===== src/rtl/pid_pkg.sv =====
// ----------------------------------------------------------------------------
// pid_pkg
// Shared types, constants and helpers for the leaky-integral PID controller.
// ----------------------------------------------------------------------------
package pid_pkg;

    localparam int PID_HISTORY_DEPTH = 8;
    localparam int QUEUE_DEPTH       = 2;
    localparam int CFG_ADDR_W        = 5;

    // magnitude of diff * rate * 256 fits in 40 bits
    localparam int DIV_W = 40;

    localparam logic [2:0] REG_GAIN_P       = 3'd0;
    localparam logic [2:0] REG_GAIN_I       = 3'd1;
    localparam logic [2:0] REG_GAIN_D       = 3'd2;
    localparam logic [2:0] REG_LEAK_ALPHA   = 3'd3;
    localparam logic [2:0] REG_TICK_PERIOD  = 3'd4;
    localparam logic [2:0] REG_TICK_RATE_HZ = 3'd5;

    typedef struct packed {
        logic signed [15:0] gain_p;
        logic signed [15:0] gain_i;
        logic signed [15:0] gain_d;
        logic        [15:0] leak_alpha;
        logic        [15:0] tick_period;
        logic        [15:0] tick_rate_hz;
    } pid_cfg_t;

    typedef struct packed {
        logic signed [15:0] sample;
        logic signed [16:0] diff;
        logic               dvalid;
    } pid_item_t;

    function automatic logic signed [31:0] sat32(input logic signed [63:0] v);
        if (v > 64'sd2147483647)
            return 32'sh7FFFFFFF;
        else if (v < -64'sd2147483648)
            return 32'sh80000000;
        else
            return v[31:0];
    endfunction

endpackage


===== src/rtl/pid_front.sv =====
// ----------------------------------------------------------------------------
// pid_front
// Accepts samples, keeps the history window and fill count, forms the
// window difference and classifies each sample as derivative-valid or not.
// ----------------------------------------------------------------------------
module pid_front
    import pid_pkg::*;
#(
    parameter int HISTORY_DEPTH = PID_HISTORY_DEPTH
)
(
    input  logic        clk,
    input  logic        rst_n,
    input  logic        s_tvalid,
    output logic        s_tready,
    input  logic [15:0] s_tdata,
    input  logic        q_full,
    output logic        push,
    output pid_item_t   item
);

    localparam int HW = HISTORY_DEPTH - 1;
    localparam int FW = $clog2(HISTORY_DEPTH);

    logic signed [15:0] hist_reg [HW];
    logic [FW-1:0]      fill_reg;
    logic [FW-1:0]      fill_next;
    logic               full_win;

    assign s_tready = !q_full;
    assign push     = s_tvalid && s_tready;
    assign full_win = (fill_reg == FW'(HISTORY_DEPTH - 1));

    assign item.sample = s_tdata;
    assign item.diff   = $signed({s_tdata[15], s_tdata})
                       - $signed({hist_reg[HW-1][15], hist_reg[HW-1]});
    assign item.dvalid = full_win;

    assign fill_next = (push && !full_win) ? fill_reg + 1'b1 : fill_reg;

    always_ff @(posedge clk or negedge rst_n)
    begin
        if (!rst_n)
            fill_reg <= '0;
        else
            fill_reg <= fill_next;
    end

    always_ff @(posedge clk)
    begin
        if (push)
        begin
            hist_reg[0] <= s_tdata;
            for (int k = 1; k < HW; k++)
                hist_reg[k] <= hist_reg[k-1];
        end
    end

    a_fill_steps: assert property (@(posedge clk) disable iff (!rst_n)
        (push && !full_win) |=> (fill_reg == $past(fill_reg) + 1'b1))
        else $error("fill count did not advance on a filling sample");

endmodule


===== config.mk =====
export PLATFORM = sky130hd
export DESIGN_NAME = pid_front
export DESIGN_NICKNAME = d
export VERILOG_FILES = /design/src/rtl/pid_pkg.sv /design/src/rtl/pid_front.sv
export SDC_FILE = /design/constraint.sdc
export NUM_CORES = 1
export LEC_CHECK = 0
export CORE_ASPECT_RATIO = 0.7
export CORE_MARGIN = 1
export CORE_UTILIZATION = 40
export DETAILED_ROUTE_END_ITERATION = 7
export DONT_BUFFER_PORTS = 1
export PLACE_DENSITY_LB_ADDON = 0.05
export SLEW_MARGIN = 20
export SYNTH_ARGS = -nofsm -noshare
export SYNTH_HDL_FRONTEND = slang
export SYNTH_SLANG_ARGS = --single-unit

===== constraint.sdc =====
create_clock -name clk -period 10.53 [get_ports clk]
set_input_delay 2.106 -clock clk [delete_from_list [all_inputs] [get_ports clk]]
set_output_delay 2.106 -clock clk [all_outputs]
set_load 0.03 [all_outputs]

==> flow_metrics.tcl <==
set metrics [dict create \
    ctsHoldBuffers 0 \
    grt_use_total_pct 13.1 \
    placementRows 32 \
    hold_viol_final 0 \
    r2r_cells 4 \
    root_buffer "clkbuf_16" \
    multi_input_area_um2 916 \
    cts.path.max_buffers 2 \
    tns_ps 0 \
    gp_congestion 0.750 \
    synth-seq-area-share_pct 75.1 \
    io_pins 56 \
    syn_area_um2 4580 \
    via_per_inst 4.77 \
    grt_use_met1_pct 16.6 \
    path_clk_slew_ps 50 \
    timing.rr.start "fill_reg[0]" \
    path_class "primary input to output port" \
    cts.sinks 115 \
    grt_overflow_total 0 \
    power.density_nw_per_um2 240 \
    yosysMostFrequentCell "edfxtp_1" \
    placed_area_um2 4650 \
    post_cts_resized 0 \
    synthFlopType "edfxtp_1" \
    drtIter0Drc 135 \
    start_util_pct 41.3 \
    grt_pass1_vias 2108 \
    wl_per_cell_um 15.5 \
    grt_max_degree 86 \
    drc_errors 0 \
    cp.required_ps 8420 \
    critPathCaptureType "output port" \
    area_growth_syn_to_layout_pct 16.1 \
    reg2reg_setup_slack_ps 8860 \
    die_h_um 91.5 \
    hold_ws_ps 410 \
    post-route-min-period_ps 6450 \
    cts_tree "done" \
    synth_top_area_cell "edfxtp_1" \
    finClkSkew_ps 7.72 \
    post_cts_buffers 0 \
    nets 317 \
    hold_class "flop to flop" \
    synth_cell_type_count 40 \
    dr.pass1.iters 4 \
    postSynthAreaPerCell_um2 16.6 \
    antenna_found_initial 0 \
    cp-start-kind "primary input" \
    min_from "hist_reg[2][11]" \
    synth_async_sr_flop_share_pct 2.61 \
    worst_slack_ps 4080 \
    fill_cells 940 \
    dpl.hpwl_mm 4.32 \
    coreArea_um2 11100 \
    numCtsBuffers 17 \
    grt-busiest-layer "met2" \
    clk_latency_ps 400 \
    fmax_ghz 0.155 \
    tightest_slew_ps 1060 \
    yosys_warnings 0 \
    r2r-end "fill_reg[1]" \
    irDropWorstVdd_v 0.000128 \
    diodes 0 \
    layoutNonFillerInstCount 444 \
    final_area_um2 5320 \
    worstHoldEndpoint "hist_reg[3][11]" \
    htreeDepth 4 \
    die_w_um 130 \
    rsz0062_at_grt "no" \
    pre_cts_slack_ps 4070 \
    dieArea_um2 11900 \
    crit_buf_inv 1 \
    relSlewSlack_pct 29.5 \
    syn_inst 276 \
    grt_pass1_wl_mm 11.0 \
    final_antenna_net_count 0 \
    synth_top_area_share_pct 73.4 \
    ys_ff_latch 115 \
    drive_gt1_share_pct 13.1 \
    worstPathCellList "inv_1 -> ha_1 -> fa_1 -> nor2b_4 -> o2111a_1 -> or3_1 -> a211o_1 -> a31oi_1" \
    p_total_mw 1.27 \
    register_area_um2 3440 \
    largest_reg_flops 112 \
    maxCapViolations 0 \
    slowest_stage "a31oi_1" \
    status "complete, no violations" \
    finalCritPeriodShare_pct 61.3 \
    placedCellCount 412 \
    port_buffers 0 \
    critical_path.top_delay_family "compound AO/OA/AOI/OAI gates" \
    hold_depth 0 \
    cp_max_fo 5 \
    startpoint "s_tdata[0]" \
    synth.net_count 315 \
    power_leakage_nw 1.97 \
    yosys-top-cells-area "edfxtp_1, ha_1, buf_4" \
    worstPathArrival_ps 4350 \
    finalSetupViolCount 0 \
    synth_edf_count 112 \
    vias 2116 \
    synth_common_cells "edfxtp_1, inv_1, ha_1, a21oi_1, buf_4" \
    routed_wl_mm 6.89 \
    postLayoutCoreUtil_pct 47.9 \
    slowest_delay_ps 610 \
    met3_usage_pct 8.01 \
    met2_usage_pct 17.1 \
    maxSlewViolCount 0 \
]
[kinds of logic (layout without fill, tap and decap cells)]
| family | count (synthesis) | count (layout) | synth area share, % |
|---|---|---|---|
| flip-flops | 115 | 115 | 75.1 |
| AO/OA/AOI/OAI | 43 | 43 | 6.53 |
| buffers and inverters | 43 | 58 | 5.08 |
| AND/OR/NAND/NOR | 39 | 39 | 4.51 |
| adder cells (fa/ha/maj) | 19 | 19 | 5.36 |
| XOR/XNOR | 13 | 13 | 2.49 |
| multiplexers | 4 | 4 | 0.956 |
[worst max path at each step]
stage                to  slack [ps]  depth (start not counted)
2_1_floorplan      push         930                          1
3_3_place_gp   item[17]        4100                          8
3_5_place_dp   item[17]        4070                          8
4_1_cts        item[17]        4070                          8
5_1_grt        item[17]        3970                          8
6_report       item[17]        4080                          8
[report_power, final]
part | internal, mW | switching (mW) | leakage (nW)
clock | 0.444 | 0.194 | 0.321
sequential | 0.528 | 0.00752 | 1.09
combinational | 0.0310 | 0.0707 | 0.561
total | 1.00 | 0.272 | 1.97
[cell type report]
| cell class | count | area share (%) |
|---|---|---|
| tap | 153 | 3.60 |
| timing repair buffer | 2 | 0.282 |
| clock inverter | 13 | 4.38 |
| inverter | 24 | 1.69 |
| multi-input combinational | 118 | 17.2 |
| sequential | 115 | 64.7 |
| clock buffer | 19 | 8.14 |
[metal layers]
layer  vias up  share of wire (%)  wire, µm
li1       1020                  -         -
met1      1034                 48      3290
met2        50                 42      2860
met3        12                9.0       619
met4         0                1.8       121
met5         -                  0         0
[layout by cell type, fill, tap and decap left out, drive strengths merged, types with 3 or more instances in the layout]
master,n
o211ai,3
nor2b,5
a21oi,17
a31oi,3
nor2,9
a21o,5
ha,18
nand2b,4
nand3,3
clkinv,6
dfrtp,3
xnor2,6
nand2,9
bufinv,6
xor2,7
clkbuf,19
o21ai,5
mux2,3
inv,24
edfxtp,112
(Power assumes the default switching activity.)
