$ cat config.mk
export PLATFORM = sky130hd
export DESIGN_NAME = pid_regs
export DESIGN_NICKNAME = d
export VERILOG_FILES = /design/src/rtl/pid_pkg.sv /design/src/rtl/pid_regs.sv
export SDC_FILE = /design/constraint.sdc
export NUM_CORES = 1
export LEC_CHECK = 0
export BUFFER_PORTS_ARGS = -buffer_cell sky130_fd_sc_hd__buf_2
export CORE_UTILIZATION = 50
export CTS_CLUSTER_SIZE = 12
export DETAILED_ROUTE_END_ITERATION = 8
export PLACE_DENSITY = 0.89
export SETUP_SLACK_MARGIN = 0.15
export SYNTH_ARGS = -nofsm -noshare
export SYNTH_HDL_FRONTEND = slang
export SYNTH_SLANG_ARGS = --single-unit
export TNS_END_PERCENT = 1
$ cat constraint.sdc
create_clock -name clk -period 1.2 [get_ports clk]
set_input_delay 0.06 -clock clk [delete_from_list [all_inputs] [get_ports clk]]
set_output_delay 0.06 -clock clk [all_outputs]
set_load 0.005 [all_outputs]
$ cat src/rtl/pid_pkg.sv
// ----------------------------------------------------------------------------
// pid_pkg
// Shared types, constants and helpers for the leaky-integral PID controller.
// ----------------------------------------------------------------------------
package pid_pkg;

    localparam int PID_HISTORY_DEPTH = 8;
    localparam int QUEUE_DEPTH       = 2;
    localparam int CFG_ADDR_W        = 5;

    // magnitude of diff * rate * 256 fits in 40 bits
    localparam int DIV_W = 40;

    localparam logic [2:0] REG_GAIN_P       = 3'd0;
    localparam logic [2:0] REG_GAIN_I       = 3'd1;
    localparam logic [2:0] REG_GAIN_D       = 3'd2;
    localparam logic [2:0] REG_LEAK_ALPHA   = 3'd3;
    localparam logic [2:0] REG_TICK_PERIOD  = 3'd4;
    localparam logic [2:0] REG_TICK_RATE_HZ = 3'd5;

    typedef struct packed {
        logic signed [15:0] gain_p;
        logic signed [15:0] gain_i;
        logic signed [15:0] gain_d;
        logic        [15:0] leak_alpha;
        logic        [15:0] tick_period;
        logic        [15:0] tick_rate_hz;
    } pid_cfg_t;

    typedef struct packed {
        logic signed [15:0] sample;
        logic signed [16:0] diff;
        logic               dvalid;
    } pid_item_t;

    function automatic logic signed [31:0] sat32(input logic signed [63:0] v);
        if (v > 64'sd2147483647)
            return 32'sh7FFFFFFF;
        else if (v < -64'sd2147483648)
            return 32'sh80000000;
        else
            return v[31:0];
    endfunction

endpackage

$ cat src/rtl/pid_regs.sv
// ----------------------------------------------------------------------------
// pid_regs
// APB register file holding gains, leak factor, tick period and tick rate.
// ----------------------------------------------------------------------------
module pid_regs
    import pid_pkg::*;
(
    input  logic                  clk,
    input  logic                  rst_n,
    input  logic                  psel,
    input  logic                  penable,
    input  logic                  pwrite,
    input  logic [CFG_ADDR_W-1:0] paddr,
    input  logic [31:0]           pwdata,
    output logic [31:0]           prdata,
    output logic                  pready,
    output pid_cfg_t              cfg
);

    pid_cfg_t   cfg_reg;
    pid_cfg_t   cfg_next;
    logic       wr_en;
    logic [2:0] idx;

    assign pready = 1'b1;
    assign wr_en  = psel && penable && pwrite && pready;
    assign idx    = paddr[CFG_ADDR_W-1:2];
    assign cfg    = cfg_reg;

    always_comb
    begin
        cfg_next = cfg_reg;
        if (wr_en)
        begin
            unique case (idx)
                REG_GAIN_P:       cfg_next.gain_p       = pwdata[15:0];
                REG_GAIN_I:       cfg_next.gain_i       = pwdata[15:0];
                REG_GAIN_D:       cfg_next.gain_d       = pwdata[15:0];
                REG_LEAK_ALPHA:   cfg_next.leak_alpha   = pwdata[15:0];
                REG_TICK_PERIOD:  cfg_next.tick_period  = pwdata[15:0];
                REG_TICK_RATE_HZ: cfg_next.tick_rate_hz = pwdata[15:0];
                default:          cfg_next = cfg_reg;
            endcase
        end
    end

    always_comb
    begin
        unique case (idx)
            REG_GAIN_P:       prdata = {16'd0, cfg_reg.gain_p};
            REG_GAIN_I:       prdata = {16'd0, cfg_reg.gain_i};
            REG_GAIN_D:       prdata = {16'd0, cfg_reg.gain_d};
            REG_LEAK_ALPHA:   prdata = {16'd0, cfg_reg.leak_alpha};
            REG_TICK_PERIOD:  prdata = {16'd0, cfg_reg.tick_period};
            REG_TICK_RATE_HZ: prdata = {16'd0, cfg_reg.tick_rate_hz};
            default:          prdata = '0;
        endcase
    end

    always_ff @(posedge clk or negedge rst_n)
    begin
        if (!rst_n)
        begin
            cfg_reg.gain_p       <= '0;
            cfg_reg.gain_i       <= '0;
            cfg_reg.gain_d       <= '0;
            cfg_reg.leak_alpha   <= '0;
            cfg_reg.tick_period  <= 16'hFFFF;
            cfg_reg.tick_rate_hz <= 16'd1;
        end
        else
        begin
            cfg_reg <= cfg_next;
        end
    end

endmodule

==> metrics, run 1 <==
Yosys cell types 30; WP data required 1.14 ns; Setup violations, final 16; crit path max fanout 2; EDFF count, synth 0; status finished with violations; first-pass GRT wire length 19400 um; synthesized instance count 335; Max Root-Sink Buffers 2; Worst VDD drop 0.912 mV; Highest Clock Rate 0.656 GHz; Die Ht 98.6 um; Final Routed Wirelength 12200 um; Clock Latency Late Sink 0.34 ns; RSZ-0062 raised after global routing true; die area 9720 sq um; share of cells above drive strength 1 56.4%; initial core utilization 52.5%; Yosys reg bits 96; Post-synth top flop dfrtp_1; die width 98.6 um; ranking of synthesized cells by area dfrtp_1 42%, mux2_2 14%, mux2_1 12%; largest net degree at the start of global routing 60; Async SR Flop Fraction 100%; ant diodes 0; io pins 171; Layout Skew 0 ns; Pre-Repair DR Iteration Count 4; Slew Limit Fails 0; Worst-path clk slew 0.09 ns; Num CTS Buffers 9; global placement routability congestion 0.846; Sum Neg Setup Slack -3.77 ns; Hold Crit Class in2reg; post-synthesis sequential area ratio 51.9%; NumNets Final 555; vias in the first global route 3624; Worst EP arrival 1.46 ns; Port Buf Inserts 135; CORE AREA 8890 sq um; CTS sink count 96; Detail Placement HPWL 8610 um; Worst setup EP type output port; routed vias 3457; P_leak 3.16 nW; Syn Area/Cell 13.9 sq um; largest area contributor in the netlist dfrtp_1; pwr dens 1480 nW/um^2; # rows 34; top-count cell post-synth dfrtp_1; failing checks negative setup slack; Final Hold Fails 0; crit path launch type flop; routed len/inst 19.4 um; Residual DRC 0; gr usage total 26.0%; Layout area overhead 32.5%; max-cap violations 0; cell area after synthesis 4670 sq um; post-layout minimum cycle time 1.52 ns; critical path type reg2out; max reg flops 96; Via-to-Cell Ratio 5.52; CTS tree done; total global routing overflow 0; H-tree levels 3; fin crit share 127%; Final Core Density 69.5%; Filler Cells Inserted 621; Ys Warns 0; ANT nets after route 0; Commonest cells post-synth 79 x dfrtp_1, 57 x mux2_2, 50 x mux2_1; Iter 0 DRT Violations 102; Final Worst Setup Slack -0.324 ns; CTS root buffer clkbuf_8; initial antenna violation count 0; Yosys top cell area share 42.4%
## final cells by class
class | count | area (sq um) | area share, %
flip-flops and latches | 96 | 2420 | 39.2
well taps | 108 | 135 | 2.19
repair buffers | 186 | 1280 | 20.7
clock buffers | 11 | 131 | 2.12
multi-input cells | 219 | 2130 | 34.4
inverters | 1 | 3.75 | 0.0607
clock inverters | 5 | 81.3 | 1.32
## layer usage
layer	part of all wire (%)	global-route usage [%]	vias to the layer above
li1	-	-	1533
met1	45	35.0	1761
met2	49	43.1	143
met3	5.1	4.68	20
met4	1.5	7.92	0
met5	0	0	-
## cell families (layout without fill, tap and decap cells)
group                  count (synthesis)  in the layout  share of synthesized area (%)
flip-flops                            96             96                           51.9
AO/OA/AOI/OAI                         38             38                           5.71
other                                  2             17                          0.161
buffers and inverters                 35            203                           5.44
AND/OR/NAND/NOR                       30             30                           5.15
multiplexers                         134            134                           31.6
## final timing paths
check,depth (start not counted),startpoint,slack [ns],end
worst max-delay path,4,cfg[87],-0.32,prdata[7]
worst min-delay path,2,pwdata[1],0.02,cfg[1]
worst max register to register,2,cfg[91],0.28,cfg[91]
worst min register to register,1,cfg[89],0.52,cfg[89]
max in group asynchronous,3,rst_n,0.50,cfg[23]
min in group asynchronous,3,rst_n,0.26,cfg[68]
## report_power, final
part	leakage [nW]	internal, mW	switching, mW
clock network	0.104	1.18	1.11
registers	1.19	3.95	0.536
logic	1.87	1.41	0.997
total	3.16	6.54	2.64
## cells in the final DEF (no fill, tap or decap), types with 4 or more instances in the layout
cell type,n
mux2_1,40
dfrtp_1,79
o22a_1,6
a21oi_1,4
mux2_4,11
a211o_1,6
mux2_2,56
dlygate4sd3_1,10
buf_6,8
nor2_4,4
buf_2,128
a31oi_1,4
dfstp_2,17
mux2i_1,26
clkbuf_8,9
conb_1,17
nand2_1,9
buf_4,28
a221oi_2,4
nor2_1,4
buf_12,12
o21ai_1,8
## timing repair
action                                  4_1_cts  5_1_grt
hold buffers                                 10        0
setup buffers                                 6        0
pin swaps                                     7        1
hold endpoints to repair                    116        0
gates cloned                                  0        0
gates resized for setup                      21        5
endpoints found under the setup margin       37       43
## per-stage QoR
step / instance area (sq um) / setup WS (ns) / power (mW) / hold WS, ns / cells
after floorplan: 4760 / 0.0229 / 5.51 / -0.236 / 350
after global placement: 5740 / -0.0876 / 6.62 / 0.0774 / 594
after detailed placement: 5740 / -0.138 / 6.73 / 0.0902 / 594
after CTS: 6170 / -0.305 / 9.20 / 0.000796 / 626
after global routing: 6180 / -0.400 / 9.63 / 0.0160 / 626
final: 6180 / -0.324 / 9.18 / 0.0232 / 626
## critical path, stage by stage (launching register included)
cell and delay, ns:
dfrtp_1 0.39, mux2_4 0.28, a221oi_2 0.24, a31oi_1 0.08
buf_2 0.14
No activity file was read; power rests on OpenSTA's default activity.
==> run 2, diff against run 1 <==
--- a/config.mk
+++ b/config.mk
@@ -6,6 +6,7 @@
 export NUM_CORES = 1
 export LEC_CHECK = 0
 export BUFFER_PORTS_ARGS = -buffer_cell sky130_fd_sc_hd__buf_2
+export CORE_MARGIN = 4
 export CORE_UTILIZATION = 50
 export CTS_CLUSTER_SIZE = 12
 export DETAILED_ROUTE_END_ITERATION = 8
==> metrics, run 2 (synthesis results as in run 1) <==
worst r2r src cfg[60]; multi-input logic area 2150 sq um; critical path type reg2out; Port Buf Inserts 135; Layout area overhead 36.7%; crit path max fanout 2; P_leak 3.26 nW; commonest non-fill, non-tap cell in the layout buf_2; die area 10900 sq um; CP startpoint cfg[93]; Layout Skew 0 ns; most frequent cells in the layout 121 x buf_2, 79 x dfrtp_1, 54 x mux2_2; Worst-path clk slew 0.10 ns; Worst VDD drop 0.773 mV; pwr dens 1500 nW/um^2; vias in the first global route 3863; Slew Limit Fails 0; dominant delay contributor by cell family on the critical path flip-flops; crit path launch type flop; max-cap violations 0; DP Area 5760 sq um; first-pass GRT wire length 20900 um; final hold slack 0.0147 ns; DP Cell Count 599; Hold Crit Start pwdata[4]; Residual DRC 0; Num CTS Buffers 9; routed len/inst 20.5 um; Filler Cells Inserted 623; Clock Latency Late Sink 0.35 ns; FF+latch area 2420 sq um; WP data required 1.14 ns; failing checks negative setup slack; NumNets Final 568; Highest Clock Rate 0.648 GHz; ant diodes 0; Via-to-Cell Ratio 5.59; CP Buf/Inv Count 1; fin crit share 129%; share of cells above drive strength 1 57.8%; Worst setup EP type output port; CTS root buffer clkbuf_8; WL met2 6460 um; CORE AREA 8890 sq um; routed wl met3 1150 um; # rows 34; met1 wire length 5210 um; CTS sink count 96; max reg flops 96; Pre-Repair DR Iteration Count 4; Detail Placement HPWL 9210 um; Max Root-Sink Buffers 2; Worst EP arrival 1.48 ns; total global routing overflow 0; largest net degree at the start of global routing 29; crit path max-delay cell type dfrtp_1; Die Ht 105 um; H-tree levels 3; Cell Count, Final, Fillers Out 639; initial core utilization 52.5%; Final Hold Fails 0; Final Worst Setup Slack -0.344 ns; post-layout minimum cycle time 1.54 ns; status finished with violations; ANT nets after route 0; Final Routed Wirelength 13100 um; global placement routability congestion 0.801; CP max stage delay 0.39 ns; routed vias 3571; io pins 171; internal reg-to-reg setup slack 0.16 ns; die width 105 um; Hold Crit Class in2reg; CTS tree done; post-route cell area 6380 sq um; initial antenna violation count 0; Setup violations, final 16; CP Cell Sequence mux2_4, a221oi_2, a31oi_1, buf_2; Iter 0 DRT Violations 182; top routing layer in use met4; RSZ-0062 raised after global routing true; gr usage total 24.0%
run 2: changes by cell type in the layout (fill, tap and decap cells not counted), sizes merged:
cell,before,now
buf,176,187
dlygate4sd3,10,12
inv,1,2
clkbuf,11,10
run 2: layout make-up:
type                    count  area share (%)
flip-flops and latches     96            38.0
multi-input cells         219            33.7
repair buffers            199            22.5
clock buffers              10            2.16
well taps                 108            2.12
clock inverters             6            1.41
inverters                   1          0.0588
run 2: path summary, 6_finish.rpt:
| path | cells after the start | endpoint |
|---|---|---|
| min in group asynchronous | 2 | cfg[68] |
| max in group asynchronous | 3 | cfg[25] |
| worst min-delay path | 2 | cfg[68] |
| worst max-delay path | 4 | prdata[13] |
| worst max register to register | 3 | cfg[60] |
| worst min register to register | 1 | cfg[62] |
run 2: stage by stage:
step                power (mW)  setup WS, ns  util, %  setup TNS, ns
finish                    9.54        -0.344     71.7          -3.91
global route              10.0        -0.402     71.7          -5.17
CTS                       9.46        -0.312     70.8          -3.99
detailed placement        6.79        -0.164     64.8         -11.02
global placement          6.66        -0.114     64.8          -6.84
floorplan                 5.51        0.0229        -              0
run 2: worst register-to-register path: stages (launching register included):
cell and delay (ns):
dfrtp_1 0.40, buf_4 0.14, buf_4 0.13, mux2_1 0.27
run 2: report_power, final:
part	internal [mW]	switching, mW	leakage, nW	total [mW]
registers	3.95	0.515	1.19	4.47
clock network	1.24	1.17	0.113	2.41
logic	1.58	1.09	1.96	2.66
total	6.77	2.78	3.26	9.54
run 2: per-layer routing:
| metal | track usage, % | vias up |
|---|---|---|
| li1 | - | 1573 |
| met1 | 30.9 | 1780 |
| met2 | 40.5 | 191 |
| met3 | 6.04 | 27 |
| met4 | 6.94 | 0 |
| met5 | 0 | - |
run 2: repair_timing:
item,4_1_cts,5_1_grt
pin swaps,10,3
endpoints found under the hold margin,117,0
setup buffers,9,3
resized for setup,32,12
gates cloned,0,0
hold buffers,12,0
setup endpoints to repair,39,46
==> run 3, diff against run 2 <==
--- a/config.mk
+++ b/config.mk
@@ -5,11 +5,13 @@
 export SDC_FILE = /design/constraint.sdc
 export NUM_CORES = 1
 export LEC_CHECK = 0
-export BUFFER_PORTS_ARGS = -buffer_cell sky130_fd_sc_hd__buf_2
+export CORE_ASPECT_RATIO = 1.2
 export CORE_MARGIN = 4
-export CORE_UTILIZATION = 50
+export CORE_UTILIZATION = 65
+export CTS_BUF_LIST = sky130_fd_sc_hd__clkbuf_8
 export CTS_CLUSTER_SIZE = 12
 export DETAILED_ROUTE_END_ITERATION = 8
+export DONT_BUFFER_PORTS = 1
 export PLACE_DENSITY = 0.89
 export SETUP_SLACK_MARGIN = 0.15
 export SYNTH_ARGS = -nofsm -noshare
==> metrics, run 3 (synthesis results as in run 1) <==
status finished with violations; failing checks negative hold slack, negative setup slack; CTS tree done; global placement routability congestion 0.772; Die Ht 101 um; first-pass GRT wire length 17200 um; routed vias 2883; die area 8600 sq um; FF+latch area 2420 sq um; die width 85.4 um; Final Hold Fails 96; P_leak 2.46 nW; final hold slack -0.611 ns; Worst-path clk slew 0.09 ns; ant diodes 0; CTS root buffer clkbuf_8; commonest non-fill, non-tap cell in the layout dfrtp_1; Final Routed Wirelength 11300 um; Port Buf Inserts 0; CP max stage delay 0.42 ns; setup bufs post-CTS 0; Setup violations, final 16; post-layout minimum cycle time 1.47 ns; Final Worst Setup Slack -0.272 ns; total global routing overflow 0; Via-to-Cell Ratio 6.35; Iter 0 DRT Violations 163; Max Root-Sink Buffers 2; Worst setup EP type output port; worst r2r src cfg[55]; ANT nets after route 0; RSZ-0062 raised after global routing true; Filler Cells Inserted 416; CORE AREA 6900 sq um; largest net degree at the start of global routing 97; most frequent cells in the layout 79 x dfrtp_1, 53 x mux2_2, 40 x mux2_1; Worst VDD drop 1.11 mV; fin crit share 123%; # rows 33; share of cells above drive strength 1 38.7%; multi-input logic area 2170 sq um; Layout area overhead 13.7%; crit path launch type flop; Cell Count, Final, Fillers Out 454; critical path type reg2out; max reg flops 96; Pre-Repair DR Iteration Count 4; Reg-to-Reg End cfg[55]; WP data required 1.14 ns; Residual DRC 0; CTS sink count 96; io pins 171; routed len/inst 24.9 um; initial core utilization 67.7%; internal reg-to-reg setup slack 0.28 ns; vias in the first global route 3127; NumNets Final 404; Hold Crit Class in2async; Highest Clock Rate 0.679 GHz; crit path max-delay cell type dfrtp_1; gr usage total 26.6%; H-tree levels 3; Num CTS Buffers 9; Clock Latency Late Sink 0.34 ns; Worst EP arrival 1.41 ns; max-cap violations 0; hold_buf cts 16; Detail Placement HPWL 7730 um; initial antenna violation count 0; Layout Skew 0 ns; pre-CTS setup slack -0.0174 ns; Slew Limit Fails 0; Worst Reg-to-Reg Cells 1; DP Cell Count 422; crit path max fanout 3; CP Cell Sequence mux2_4, a221oi_4, a31oi_1; pwr dens 1530 nW/um^2
run 3: cell count changes in the layout (fill, tap and decap cells not counted), moves of 4 or more:
cell / delta
buf_12: -4
buf_2: -121
o21ai_2: +6
dlygate4sd3_1: +4
buf_6: -21
buf_4: -22
o21ai_1: -6
run 3: worst max-delay path, delay by kind of cell (launching register included):
kind | cells | cell delay, ns
DFF | 1 | 0.42
AOI/OAI and AO/OA | 2 | 0.34
muxes | 1 | 0.30
run 3: layout make-up:
| class | count | area share (%) |
|---|---|---|
| Sequential cell | 96 | 45.7 |
| Inverter | 1 | 0.0707 |
| Clock buffer | 11 | 2.85 |
| Clock inverter | 5 | 1.06 |
| Multi-Input combinational cell | 219 | 40.9 |
| Timing Repair Buffer | 35 | 7.36 |
| Tap cell | 87 | 2.05 |
run 3: per-stage QoR:
stage / hold slack [ns] / power [mW] / utilization [%] / setup TNS (ns) / area [sq um]
after CTS: -0.628 / 8.14 / 76.4 / -3.03 / 5270
after detailed placement: -0.233 / 5.86 / 70.3 / -0.0187 / 4850
after floorplan: -0.236 / 5.51 / - / 0 / 4760
after global routing: -0.637 / 8.51 / 77.0 / -3.63 / 5310
final: -0.611 / 8.14 / 77.0 / -2.48 / 5310
after global placement: -0.233 / 5.72 / 70.3 / 0 / 4850
run 3: worst max-delay path by stage:
stage / depth (start not counted) / start / end
after floorplan: 5 / paddr[2] / cfg[69]
after global placement: 4 / paddr[2] / cfg[42]
after global routing: 3 / cfg[83] / prdata[3]
after CTS: 3 / cfg[93] / prdata[13]
after detailed placement: 4 / paddr[4] / cfg[88]
final: 3 / cfg[83] / prdata[3]
run 3: power breakdown:
| part | leakage, nW | total [mW] | switching (mW) | internal, mW |
|---|---|---|---|---|
| Clock | 0.111 | 2.18 | 1.10 | 1.08 |
| Sequential | 1.19 | 4.66 | 0.705 | 3.95 |
| Combinational | 1.16 | 1.31 | 0.511 | 0.794 |
run 3: what timing repair did:
| item | 4_1_cts | 5_1_grt |
|---|---|---|
| pin swaps | 0 | 8 |
| endpoints found under the hold margin | 192 | 96 |
| setup endpoints to repair | 16 | 16 |
| gates resized for setup | 15 | 13 |
run 3: metal layers:
layer / GRT usage (%) / up-vias / part of all wire, %
li1: - / 1241 / -
met1: 33.1 / 1492 / 38
met2: 43.8 / 127 / 51
met3: 8.50 / 23 / 8.4
met4: 9.87 / 0 / 2.1
met5: 0 / - / 0
