File: src/rtl/pid_pkg.sv
// ----------------------------------------------------------------------------
// pid_pkg
// Shared types, constants and helpers for the leaky-integral PID controller.
// ----------------------------------------------------------------------------
package pid_pkg;

    localparam int PID_HISTORY_DEPTH = 8;
    localparam int QUEUE_DEPTH       = 2;
    localparam int CFG_ADDR_W        = 5;

    // magnitude of diff * rate * 256 fits in 40 bits
    localparam int DIV_W = 40;

    localparam logic [2:0] REG_GAIN_P       = 3'd0;
    localparam logic [2:0] REG_GAIN_I       = 3'd1;
    localparam logic [2:0] REG_GAIN_D       = 3'd2;
    localparam logic [2:0] REG_LEAK_ALPHA   = 3'd3;
    localparam logic [2:0] REG_TICK_PERIOD  = 3'd4;
    localparam logic [2:0] REG_TICK_RATE_HZ = 3'd5;

    typedef struct packed {
        logic signed [15:0] gain_p;
        logic signed [15:0] gain_i;
        logic signed [15:0] gain_d;
        logic        [15:0] leak_alpha;
        logic        [15:0] tick_period;
        logic        [15:0] tick_rate_hz;
    } pid_cfg_t;

    typedef struct packed {
        logic signed [15:0] sample;
        logic signed [16:0] diff;
        logic               dvalid;
    } pid_item_t;

    function automatic logic signed [31:0] sat32(input logic signed [63:0] v);
        if (v > 64'sd2147483647)
            return 32'sh7FFFFFFF;
        else if (v < -64'sd2147483648)
            return 32'sh80000000;
        else
            return v[31:0];
    endfunction

endpackage

File: src/rtl/pid_queue.sv
// ----------------------------------------------------------------------------
// pid_queue
// Short request queue between the front end and the compute back end.
// ----------------------------------------------------------------------------
module pid_queue
    import pid_pkg::*;
(
    input  logic      clk,
    input  logic      rst_n,
    input  logic      push,
    input  pid_item_t push_item,
    input  logic      pop,
    output pid_item_t pop_item,
    output logic      full,
    output logic      empty
);

    localparam int PW = $clog2(QUEUE_DEPTH);
    localparam int CW = $clog2(QUEUE_DEPTH + 1);

    pid_item_t     mem_reg [QUEUE_DEPTH];
    logic [PW-1:0] wr_reg;
    logic [PW-1:0] wr_next;
    logic [PW-1:0] rd_reg;
    logic [PW-1:0] rd_next;
    logic [CW-1:0] cnt_reg;
    logic [CW-1:0] cnt_next;

    assign full     = (cnt_reg == CW'(QUEUE_DEPTH));
    assign empty    = (cnt_reg == '0);
    assign pop_item = mem_reg[rd_reg];

    always_comb
    begin
        wr_next = wr_reg;
        rd_next = rd_reg;
        if (push)
            wr_next = (wr_reg == PW'(QUEUE_DEPTH - 1)) ? '0 : wr_reg + 1'b1;
        if (pop)
            rd_next = (rd_reg == PW'(QUEUE_DEPTH - 1)) ? '0 : rd_reg + 1'b1;
        unique case ({push, pop})
            2'b10:   cnt_next = cnt_reg + 1'b1;
            2'b01:   cnt_next = cnt_reg - 1'b1;
            default: cnt_next = cnt_reg;
        endcase
    end

    always_ff @(posedge clk or negedge rst_n)
    begin
        if (!rst_n)
        begin
            wr_reg  <= '0;
            rd_reg  <= '0;
            cnt_reg <= '0;
        end
        else
        begin
            wr_reg  <= wr_next;
            rd_reg  <= rd_next;
            cnt_reg <= cnt_next;
        end
    end

    always_ff @(posedge clk)
    begin
        if (push)
            mem_reg[wr_reg] <= push_item;
    end

endmodule

File: config.mk
export PLATFORM = sky130hd
export DESIGN_NAME = pid_queue
export DESIGN_NICKNAME = d
export VERILOG_FILES = /design/src/rtl/pid_pkg.sv /design/src/rtl/pid_queue.sv
export SDC_FILE = /design/constraint.sdc
export NUM_CORES = 1
export LEC_CHECK = 0
export BUFFER_PORTS_ARGS = -buffer_cell sky130_fd_sc_hd__buf_2
export CAP_MARGIN = 20
export CORE_MARGIN = 2
export CORE_UTILIZATION = 52
export CTS_BUF_LIST = sky130_fd_sc_hd__clkbuf_4 sky130_fd_sc_hd__clkbuf_8 sky130_fd_sc_hd__clkbuf_16
export CTS_CLUSTER_SIZE = 25
export DETAILED_ROUTE_END_ITERATION = 12
export GPL_TIMING_DRIVEN = 0
export PLACE_DENSITY = 0.89
export REMOVE_ABC_BUFFERS = 1
export SETUP_SLACK_MARGIN = 0.15
export SLEW_MARGIN = 20
export SYNTH_ARGS = -nofsm -noshare
export SYNTH_HDL_FRONTEND = slang
export SYNTH_SLANG_ARGS = --single-unit
File: constraint.sdc
create_clock -name clk -period 2.6 [get_ports clk]
set_input_delay 0.13 -clock clk [delete_from_list [all_inputs] [get_ports clk]]
set_output_delay 0.13 -clock clk [all_outputs]
set_load 0.005 [all_outputs]
==> impl_results.md, run 1 <==
* Nets at 281
* Slowest stage delay, CP at 730 ps
* DR vias/cell at 4.789
* Synthesis Warnings at 0
* Final Max Tran Viols at 0
* Starting Density at 0.5426
* Synth unique cells at 13
* Final setup TNS at 0 ps
* First-pass GRT wire length at 7797 µm
* Worst reg-to-reg setup slack at 1270 ps
* Die width at 77.24 µm
* CP max-delay cell: dfrtp_2
* RR Startpoint: wr_reg
* CP Cell Sequence: buf_12, mux2_2, buf_2
* Top post-synthesis cells by area: edfxtp_1, mux2_4, dfrtp_1
* CTS tree: built
* Num ports at 74
* Skew-Pair Late Insertion Delay at 330 ps
* Rows at 26
* Layout Skew at 4.344 ps
* Sequential fraction of the synthesis area at 0.7681
* Fillers at 313
* Synthesized cell area at 2789 µm²
* P_leak at 1.569 nW
* HP Class: in2async
* P per Cell Area at 986.4 nW/µm²
* Clock Sink Count at 72
* CTS Buffer Depth at 2
* CP arrival at 1830 ps
* Syn Inst Count at 122
* Vias in the first global route at 1,651
* First-pass detailed-route iteration total at 4
* Final estimated routing congestion in global placement at 0.6636
* Total CTS buffers at 9
* Post-synth top area share at 0.7322
* Share of cells above drive strength 1 at 0.5142
* Largest net degree at the start of global routing at 27
* Number of DRC markers in iteration 0 at 80
* Grt total ovfl at 0
* Critical path class: reg2out
* Vias at 1,518
* Clock transition at path regs at 70 ps
* Final hold violations at 0
* DP Worst Slack at 999.8 ps
* Clock H-tree levels at 3
* Sequential cell area at 2143 µm²
* Tmin final at 1961 ps
* Fin crit share at 0.7541
* Max Cap Viol at 0
* DRC at 0
* Req. time, crit path at 2470 ps
* CTS root buf: clkbuf_8
* Core Box Area at 5140 µm²
* FF+latch count, synth at 72
* Power Total at 3.793 mW
* R2R depth at 2
* Detailed Place HPWL at 2924 µm
* Measured slew at the worst slew-check pin at 569.3 ps
* Largest register FFs at 68
* Avg Inst Size Synth at 22.86 µm²
* Setup Viol. Count Final at 0
* Worst-path fanout max at 18
* # diodes at 0
* Max-Slew Margin vs Limit at 0.6205
* Post-CTS Repair Setup Buffers at 0
* Area grow syn2layout at 37.86%
* Routed Antenna Nets at 0
* Maximum vdd ir drop at 0.0005953 V
* Leading area contributor after synthesis: edfxtp_1
* Total die area at 5965 µm²
* Multi-input combinational cell area at 580.6 µm²
* Initial antenna violation count at 0
* Unrepaired setup endpoints after global routing: false
* Run status: finished clean
* GR Util All Layers at 0.1751
* IO buf count at 73
* CP Launch Type: register
* RR Endpoint: mem_reg[1][8]
* Fmax at 0.5101 GHz
* Final WS setup at 639.4 ps
* Routed WL at 4920 µm
* DR WL/cell at 15.52 µm
* Crit. End Element: output pin
* Final Core Density at 0.7481
* Die height at 77.24 µm
-- area by class of cell --
cell class                      count  share of cell area
Inverter                            1           0.0009762
Sequential cell                    72              0.5574
Clock buffer                        9             0.03222
Clock inverter                      7             0.02864
Timing Repair Buffer              113              0.2070
Tap cell                           70             0.02278
Multi-Input combinational cell     45              0.1510
-- critical path: cells and delay by family, from the launching register on --
kind / cells / cell delay, ps
mux: 1 / 360
flops: 1 / 730
buf+inv: 2 / 390
-- metal layers --
| layer | routed length [µm] | up-vias | track usage |
|---|---|---|---|
| li1 | - | 713 | - |
| met1 | 2101 | 737 | 0.2078 |
| met2 | 2411 | 62 | 0.2870 |
| met3 | 342 | 6 | 0.05765 |
| met4 | 64 | 0 | 0.08571 |
| met5 | 0 | - | 0 |
-- cells in the mapped netlist --
| cell type | n |
|---|---|
| edfxtp_1 | 68 |
| mux2_4 | 29 |
| mux2_2 | 5 |
| dfrtp_1 | 4 |
| buf_12 | 3 |
| nor2_1 | 3 |
| xor2_1 | 3 |
| xnor2_1 | 2 |
| and2_1 | 1 |
| buf_6 | 1 |
| ha_1 | 1 |
| inv_1 | 1 |
| nor2b_1 | 1 |
-- cell families (layout without fill, tap and decap cells) --
kind of cell,Yosys count,in the layout,share of synthesized area
xor gates and xnor gates,5,5,0.01570
and+or+nand+nor,5,5,0.008527
buffers and inverters,5,130,0.02692
muxes,34,34,0.1763
DFF,72,72,0.7681
adders and majority gates,1,1,0.004486
-- stage by stage --
stage	cell area (µm²)	hold WS, ps	std cells
after floorplan	2718	-165.6	118
after global placement	3171	-62.66	261
after detailed placement	3241	-51.90	264
after CTS	3845	115.6	317
after global routing	3845	122.6	317
final	3845	128.7	317
-- power breakdown --
part | leakage [nW] | total (mW) | internal [mW] | switching, mW
combinational | 0.771 | 1.09 | 0.661 | 0.425
sequential | 0.684 | 1.70 | 1.54 | 0.155
clock | 0.114 | 1.01 | 0.629 | 0.379
-- cell usage in the layout, fill, tap and decap left out --
master,instances
clkinv_2,1
dfrtp_2,1
dlygate4sd3_1,37
nor2b_1,1
nor2_1,2
mux2_2,5
ha_1,1
dfrtp_1,3
clkinv_1,2
edfxtp_1,68
inv_1,1
nor2_4,1
xor2_1,3
mux2_4,29
buf_2,73
xnor2_1,2
and2_2,1
clkinvlp_4,1
buf_12,3
clkbuf_8,9
bufinv_16,3
-- what timing repair did --
action                    CTS  global route
hold endpoints to repair   74             0
gates resized for setup     0             0
hold buffers               37             0
-- how the worst max path moves through the flow --
stage           start             to  slack, ps  cells past startpoint
6_report       rd_reg   pop_item[23]        640                      3
5_1_grt        rd_reg   pop_item[23]        560                      3
3_5_place_dp   rd_reg   pop_item[22]       1000                      3
3_3_place_gp   wr_reg  mem_reg[0][0]       -460                      1
2_1_floorplan  wr_reg  mem_reg[0][0]        330                      1
4_1_cts        rd_reg   pop_item[22]        630                      3
Power figures use the tool's default switching activity.
==> inputs of run 2 (changes only) <==
==> constraint.sdc (replaced) <==
create_clock -name clk -period 2.03 [get_ports clk]
set_input_delay 0.1015 -clock clk [delete_from_list [all_inputs] [get_ports clk]]
set_output_delay 0.1015 -clock clk [all_outputs]
set_load 0.005 [all_outputs]
==> impl_results.md, run 2 (synthesized netlist as in run 1, its figures left out) <==
* Routed WL at 4907 µm (-0.26%)
* Maximum vdd ir drop at 0.0007188 V (+21%)
* Max-Slew Margin vs Limit at 0.7842 (+0.1637)
* CP arrival at 1460 ps (-370 ps)
* Tmin final at 1564 ps
* Skew-Pair Late Insertion Delay at 330 ps (about the same)
* Clock H-tree levels at 3 (unchanged)
* # diodes at 0 (unchanged)
* Total CTS buffers at 9 (unchanged)
* CP Launch Type: register
* CTS Buffer Depth at 2 (unchanged)
* HP Class: in2async
* Crit. End Element: output pin
* First-pass detailed-route iteration total at 4 (unchanged)
* DR vias/cell at 4.745 (-0.91%)
* Final hold violations at 0 (unchanged)
* CP Cell Sequence: buf_12, mux2_2, buf_2
* IO buf count at 73 (unchanged)
* Fillers at 310 (-0.96%)
* Vias at 1,509 (-0.59%)
* DR WL/cell at 15.43 µm (-0.58%)
* Fin crit share at 0.7703
* Commonest non-fill, non-tap cell in the layout: buf_2
* Run status: finished clean
* First-pass GRT wire length at 7797 µm (unchanged)
* Number of DRC markers in iteration 0 at 81 (+1.3%)
* Clock transition at path regs at 70 ps (about the same)
* Layout Skew at 4.336 ps (-0.008030 ps)
* Vias in the first global route at 1,651 (unchanged)
* Detailed Place HPWL at 2924 µm (unchanged)
* CP delay by family, top: flip-flops
* WP buf/inv at 2 (unchanged)
* Total die area at 5965 µm² (unchanged)
* CP max-delay cell: dfrtp_4
* Setup Viol. Count Final at 0 (unchanged)
* Area grow syn2layout at 38.67%
* Measured slew at the worst slew-check pin at 322.9 ps (-246.4 ps)
* Final WS setup at 466.2 ps (-173.2 ps)
* DRC at 0 (unchanged)
* Commonest non-fill, non-tap cells in the layout: buf_2, edfxtp_1, dlygate4sd3_1
* Num ports at 74 (unchanged)
* Clock Sink Count at 72 (unchanged)
* Initial antenna violation count at 0 (unchanged)
* P per Cell Area at 1268 nW/µm² (+29%)
* Starting Density at 0.5426 (unchanged)
* Die height at 77.24 µm (unchanged)
* Final setup TNS at 0 ps (unchanged)
* Rows at 26 (unchanged)
* DP Worst Slack at 458.3 ps (-541.5 ps)
* CTS tree: built
* Largest register FFs at 68 (unchanged)
* Placed insts at 264 (unchanged)
* Worst-path fanout max at 18 (unchanged)
* Final Max Tran Viols at 0 (unchanged)
* Fmax at 0.6395 GHz
* Final Hold Slack at 100.9 ps (-27.84 ps)
* GR Util All Layers at 0.1751 (unchanged)
* Grt total ovfl at 0 (unchanged)
* Slowest stage delay, CP at 440 ps (-290 ps)
* Die width at 77.24 µm (unchanged)
* Nets at 282 (+0.36%)
* Routed Antenna Nets at 0 (unchanged)
* Core Box Area at 5140 µm² (unchanged)
* CTS root buf: clkbuf_8
* Final estimated routing congestion in global placement at 0.6636 (unchanged)
* Unrepaired setup endpoints after global routing: false
* Critical path class: reg2out
* Max Cap Viol at 0 (unchanged)
* P_leak at 1.578 nW (+0.60%)
* Share of cells above drive strength 1 at 0.5161 (+0.001959)
* Req. time, crit path at 1930 ps (-540 ps)
* Largest net degree at the start of global routing at 27 (unchanged)
* Non-Filler Instances at 318 (+0.32%)
-- run 2: report_power, final --
| part | switching, mW | internal, mW |
|---|---|---|
| Clock | 0.483 | 0.805 |
| Combinational | 0.631 | 0.883 |
| Sequential | 0.118 | 1.98 |
| Total | 1.23 | 3.67 |
-- run 2: timing repair --
item                                    CTS  global route
buffers inserted                          0             1
hold buffers                             37             0
resized for setup                         1             0
endpoints found under the setup margin   17             1
endpoints found under the hold margin    74             0
-- run 2: path summary, 6_finish.rpt --
path	start	cells past startpoint	end	slack (ps)
worst max-delay path	rd_reg	3	pop_item[23]	470
worst min-delay path	rst_n	2	cnt_reg[0]	100
worst max register to register	wr_reg	2	mem_reg[1][8]	700
worst min register to register	cnt_reg[1]	1	cnt_reg[1]	510
max in group asynchronous	rst_n	2	rd_reg	1790
min in group clk	push_item[26]	2	mem_reg[1][26]	490
-- run 2: routing by layer --
metal	global-route usage	wire length [µm]	part of all wire	vias to the layer above
met5	0	0	0	-
met4	0.08571	67	0.014	0
met3	0.05765	352	0.072	6
met2	0.2870	2417	0.49	63
met1	0.2078	2070	0.42	725
li1	-	-	-	715
-- run 2: per-stage QoR --
| stage | util | area, µm² | power (mW) |
|---|---|---|---|
| after floorplan | - | 2718 | 2.993 |
| after global placement | 0.6168 | 3171 | 3.473 |
| after detailed placement | 0.6305 | 3241 | 3.545 |
| after CTS | 0.7485 | 3847 | 4.899 |
| after global routing | 0.7524 | 3867 | 5.142 |
| final | 0.7524 | 3867 | 4.904 |
-- run 2: area by class of cell --
type / instances / area (µm²) / area share
sequential: 72 / 2146 / 0.5548
timing repair buffer: 114 / 815.8 / 0.2109
tap: 70 / 87.58 / 0.02265
multi-input combinational: 45 / 580.6 / 0.1501
clock buffer: 9 / 123.9 / 0.03203
clock inverter: 7 / 110.1 / 0.02847
inverter: 1 / 3.754 / 0.0009706
==> inputs of run 3 (changes only) <==
==> constraint.sdc (replaced) <==
create_clock -name clk -period 1.6 [get_ports clk]
set_input_delay 0.08 -clock clk [delete_from_list [all_inputs] [get_ports clk]]
set_output_delay 0.08 -clock clk [all_outputs]
set_load 0.005 [all_outputs]
==> impl_results.md, run 3 (synthesized netlist as in run 1, its figures left out) <==
* Run status: finished clean
* Routed WL at 5098 µm (+3.9%)
* R2R depth at 2 (unchanged)
* Vias at 1,531 (+1.5%)
* Measured slew at the worst slew-check pin at 325.8 ps (+2.910 ps)
* Clock Sink Count at 72 (unchanged)
* Die width at 77.24 µm (unchanged)
* Worst reg-to-reg setup slack at 270 ps (-430 ps)
* DRC at 0 (unchanged)
* Final hold violations at 0 (unchanged)
* Tmin final at 1560 ps
* Die height at 77.24 µm (unchanged)
* Met2 WL post-DR at 2528 µm (+4.6%)
* DR WL/cell at 15.93 µm (+3.2%)
* Largest net degree at the start of global routing at 27 (unchanged)
* Share of cells above drive strength 1 at 0.5200 (+0.003871)
* DP Worst Slack at 49.85 ps (-408.5 ps)
* P per Cell Area at 1622 nW/µm² (+28%)
* Vias in the first global route at 1,663 (+0.73%)
* Routed Antenna Nets at 0 (unchanged)
* # diodes at 0 (unchanged)
* Largest register FFs at 68 (unchanged)
* Clock H-tree levels at 3 (unchanged)
* Setup Viol. Count Final at 0 (unchanged)
* Placed inst area at 3241 µm² (unchanged)
* GR Util All Layers at 0.1768 (+0.001746)
* CTS tree: built
* Fin area at 3895 µm² (+0.71%)
* Detailed Place HPWL at 2924 µm (unchanged)
* P_leak at 1.593 nW (+0.95%)
* Commonest non-fill, non-tap cell in the layout: buf_2
* Grt total ovfl at 0 (unchanged)
* Power Total at 6.318 mW (+29%)
* Final setup TNS at 0 ps (unchanged)
* DR vias/cell at 4.784 (+0.82%)
* Core Box Area at 5140 µm² (unchanged)
* Total CTS buffers at 9 (unchanged)
* Rows at 26 (unchanged)
* Clock transition at path regs at 70 ps (about the same)
* Final WS setup at 40.33 ps (-425.9 ps)
* CTS Buffer Depth at 2 (unchanged)
* CTS root buf: clkbuf_8
* DRT met1 WL at 2141 µm (+3.4%)
* Fillers at 311 (+0.32%)
* Initial antenna violation count at 0 (unchanged)
* Req. time, crit path at 1520 ps (-410 ps)
* HP Class: in2async
* Num ports at 74 (unchanged)
* Final Max Tran Viols at 0 (unchanged)
* First-pass detailed-route iteration total at 4 (unchanged)
* Max-Slew Margin vs Limit at 0.7823 (-0.001944)
* Total die area at 5965 µm² (unchanged)
* Skew-Pair Late Insertion Delay at 330 ps (about the same)
* Maximum vdd ir drop at 0.0009311 V (+30%)
* Final estimated routing congestion in global placement at 0.6636 (unchanged)
* Commonest non-fill, non-tap cells in the layout: buf_2, edfxtp_1, dlygate4sd3_1
* WL met3 at 354 µm (+0.57%)
* Starting Density at 0.5426 (unchanged)
* CP Launch Type: register
* Crit. End Element: output pin
* Fin crit share at 0.9748
* Layout Skew at 4.617 ps (+0.2813 ps)
* Nets at 284 (+0.71%)
* Unrepaired setup endpoints after global routing: true
* Area grow syn2layout at 39.66%
* Max Cap Viol at 0 (unchanged)
* Top Metal Used: met4
* Fmax at 0.6412 GHz
* IO buf count at 73 (unchanged)
* Worst-path fanout max at 9 (-9)
* Number of DRC markers in iteration 0 at 61 (-25%)
* CP arrival at 1480 ps (+20 ps)
* Critical path class: reg2out
* First-pass GRT wire length at 7852 µm (+0.71%)
run 3: changes by cell type in the layout (fill, tap and decap cells not counted), sizes merged:
cell | previous run | this run
buf | 77 | 78
clkbuf | 9 | 10
run 3: critical path, stage by stage (launching register included):
cell and delay [ps]:
dfrtp_4 520, clkbuf_16 200, mux2_4 300, buf_2 130
run 3: final cells by class:
class | instances | area (µm²) | area share
sequential | 72 | 2146 | 0.5509
tap | 70 | 87.58 | 0.02249
clock inverter | 7 | 110.1 | 0.02827
timing repair buffer | 116 | 843.3 | 0.2165
inverter | 1 | 3.754 | 0.0009637
multi-input combinational | 45 | 580.6 | 0.1491
clock buffer | 9 | 123.9 | 0.03180
run 3: worst paths after layout:
| kind | to | from |
|---|---|---|
| worst min register to register | cnt_reg[1] | cnt_reg[1] |
| worst max register to register | mem_reg[1][8] | wr_reg |
| worst min-delay path | cnt_reg[0] | rst_n |
| worst max-delay path | pop_item[1] | rd_reg |
| min in group clk | mem_reg[0][26] | push_item[26] |
| max in group asynchronous | rd_reg | rst_n |
run 3: power by group:
part / switching, mW / leakage, nW / internal (mW)
clock network: 0.619 / 0.114 / 1.02
registers: 0.162 / 0.684 / 2.52
logic: 0.823 / 0.795 / 1.18
total: 1.60 / 1.59 / 4.71
run 3: through the flow:
step / utilization / hold WS (ps) / instances
after floorplan: - / -215.6 / 118
after global placement: 0.6168 / -112.7 / 261
after detailed placement: 0.6305 / -101.9 / 264
after CTS: 0.7529 / 65.62 / 319
after global routing: 0.7578 / 72.38 / 320
final: 0.7578 / 73.17 / 320
run 3: what timing repair did:
item | in CTS | in global routing
pin swaps | 0 | 0
setup endpoints to repair | 34 | 34
hold buffers | 37 | 0
endpoints found under the hold margin | 74 | 0
gates resized for setup | 3 | 0
buffers inserted | 2 | 0
gates cloned | 0 | 1
run 3: per-layer routing:
metal,track usage,up-vias
li1,-,718
met4,0.08571,0
met2,0.2904,64
met3,0.05765,6
met5,0,-
met1,0.2100,743
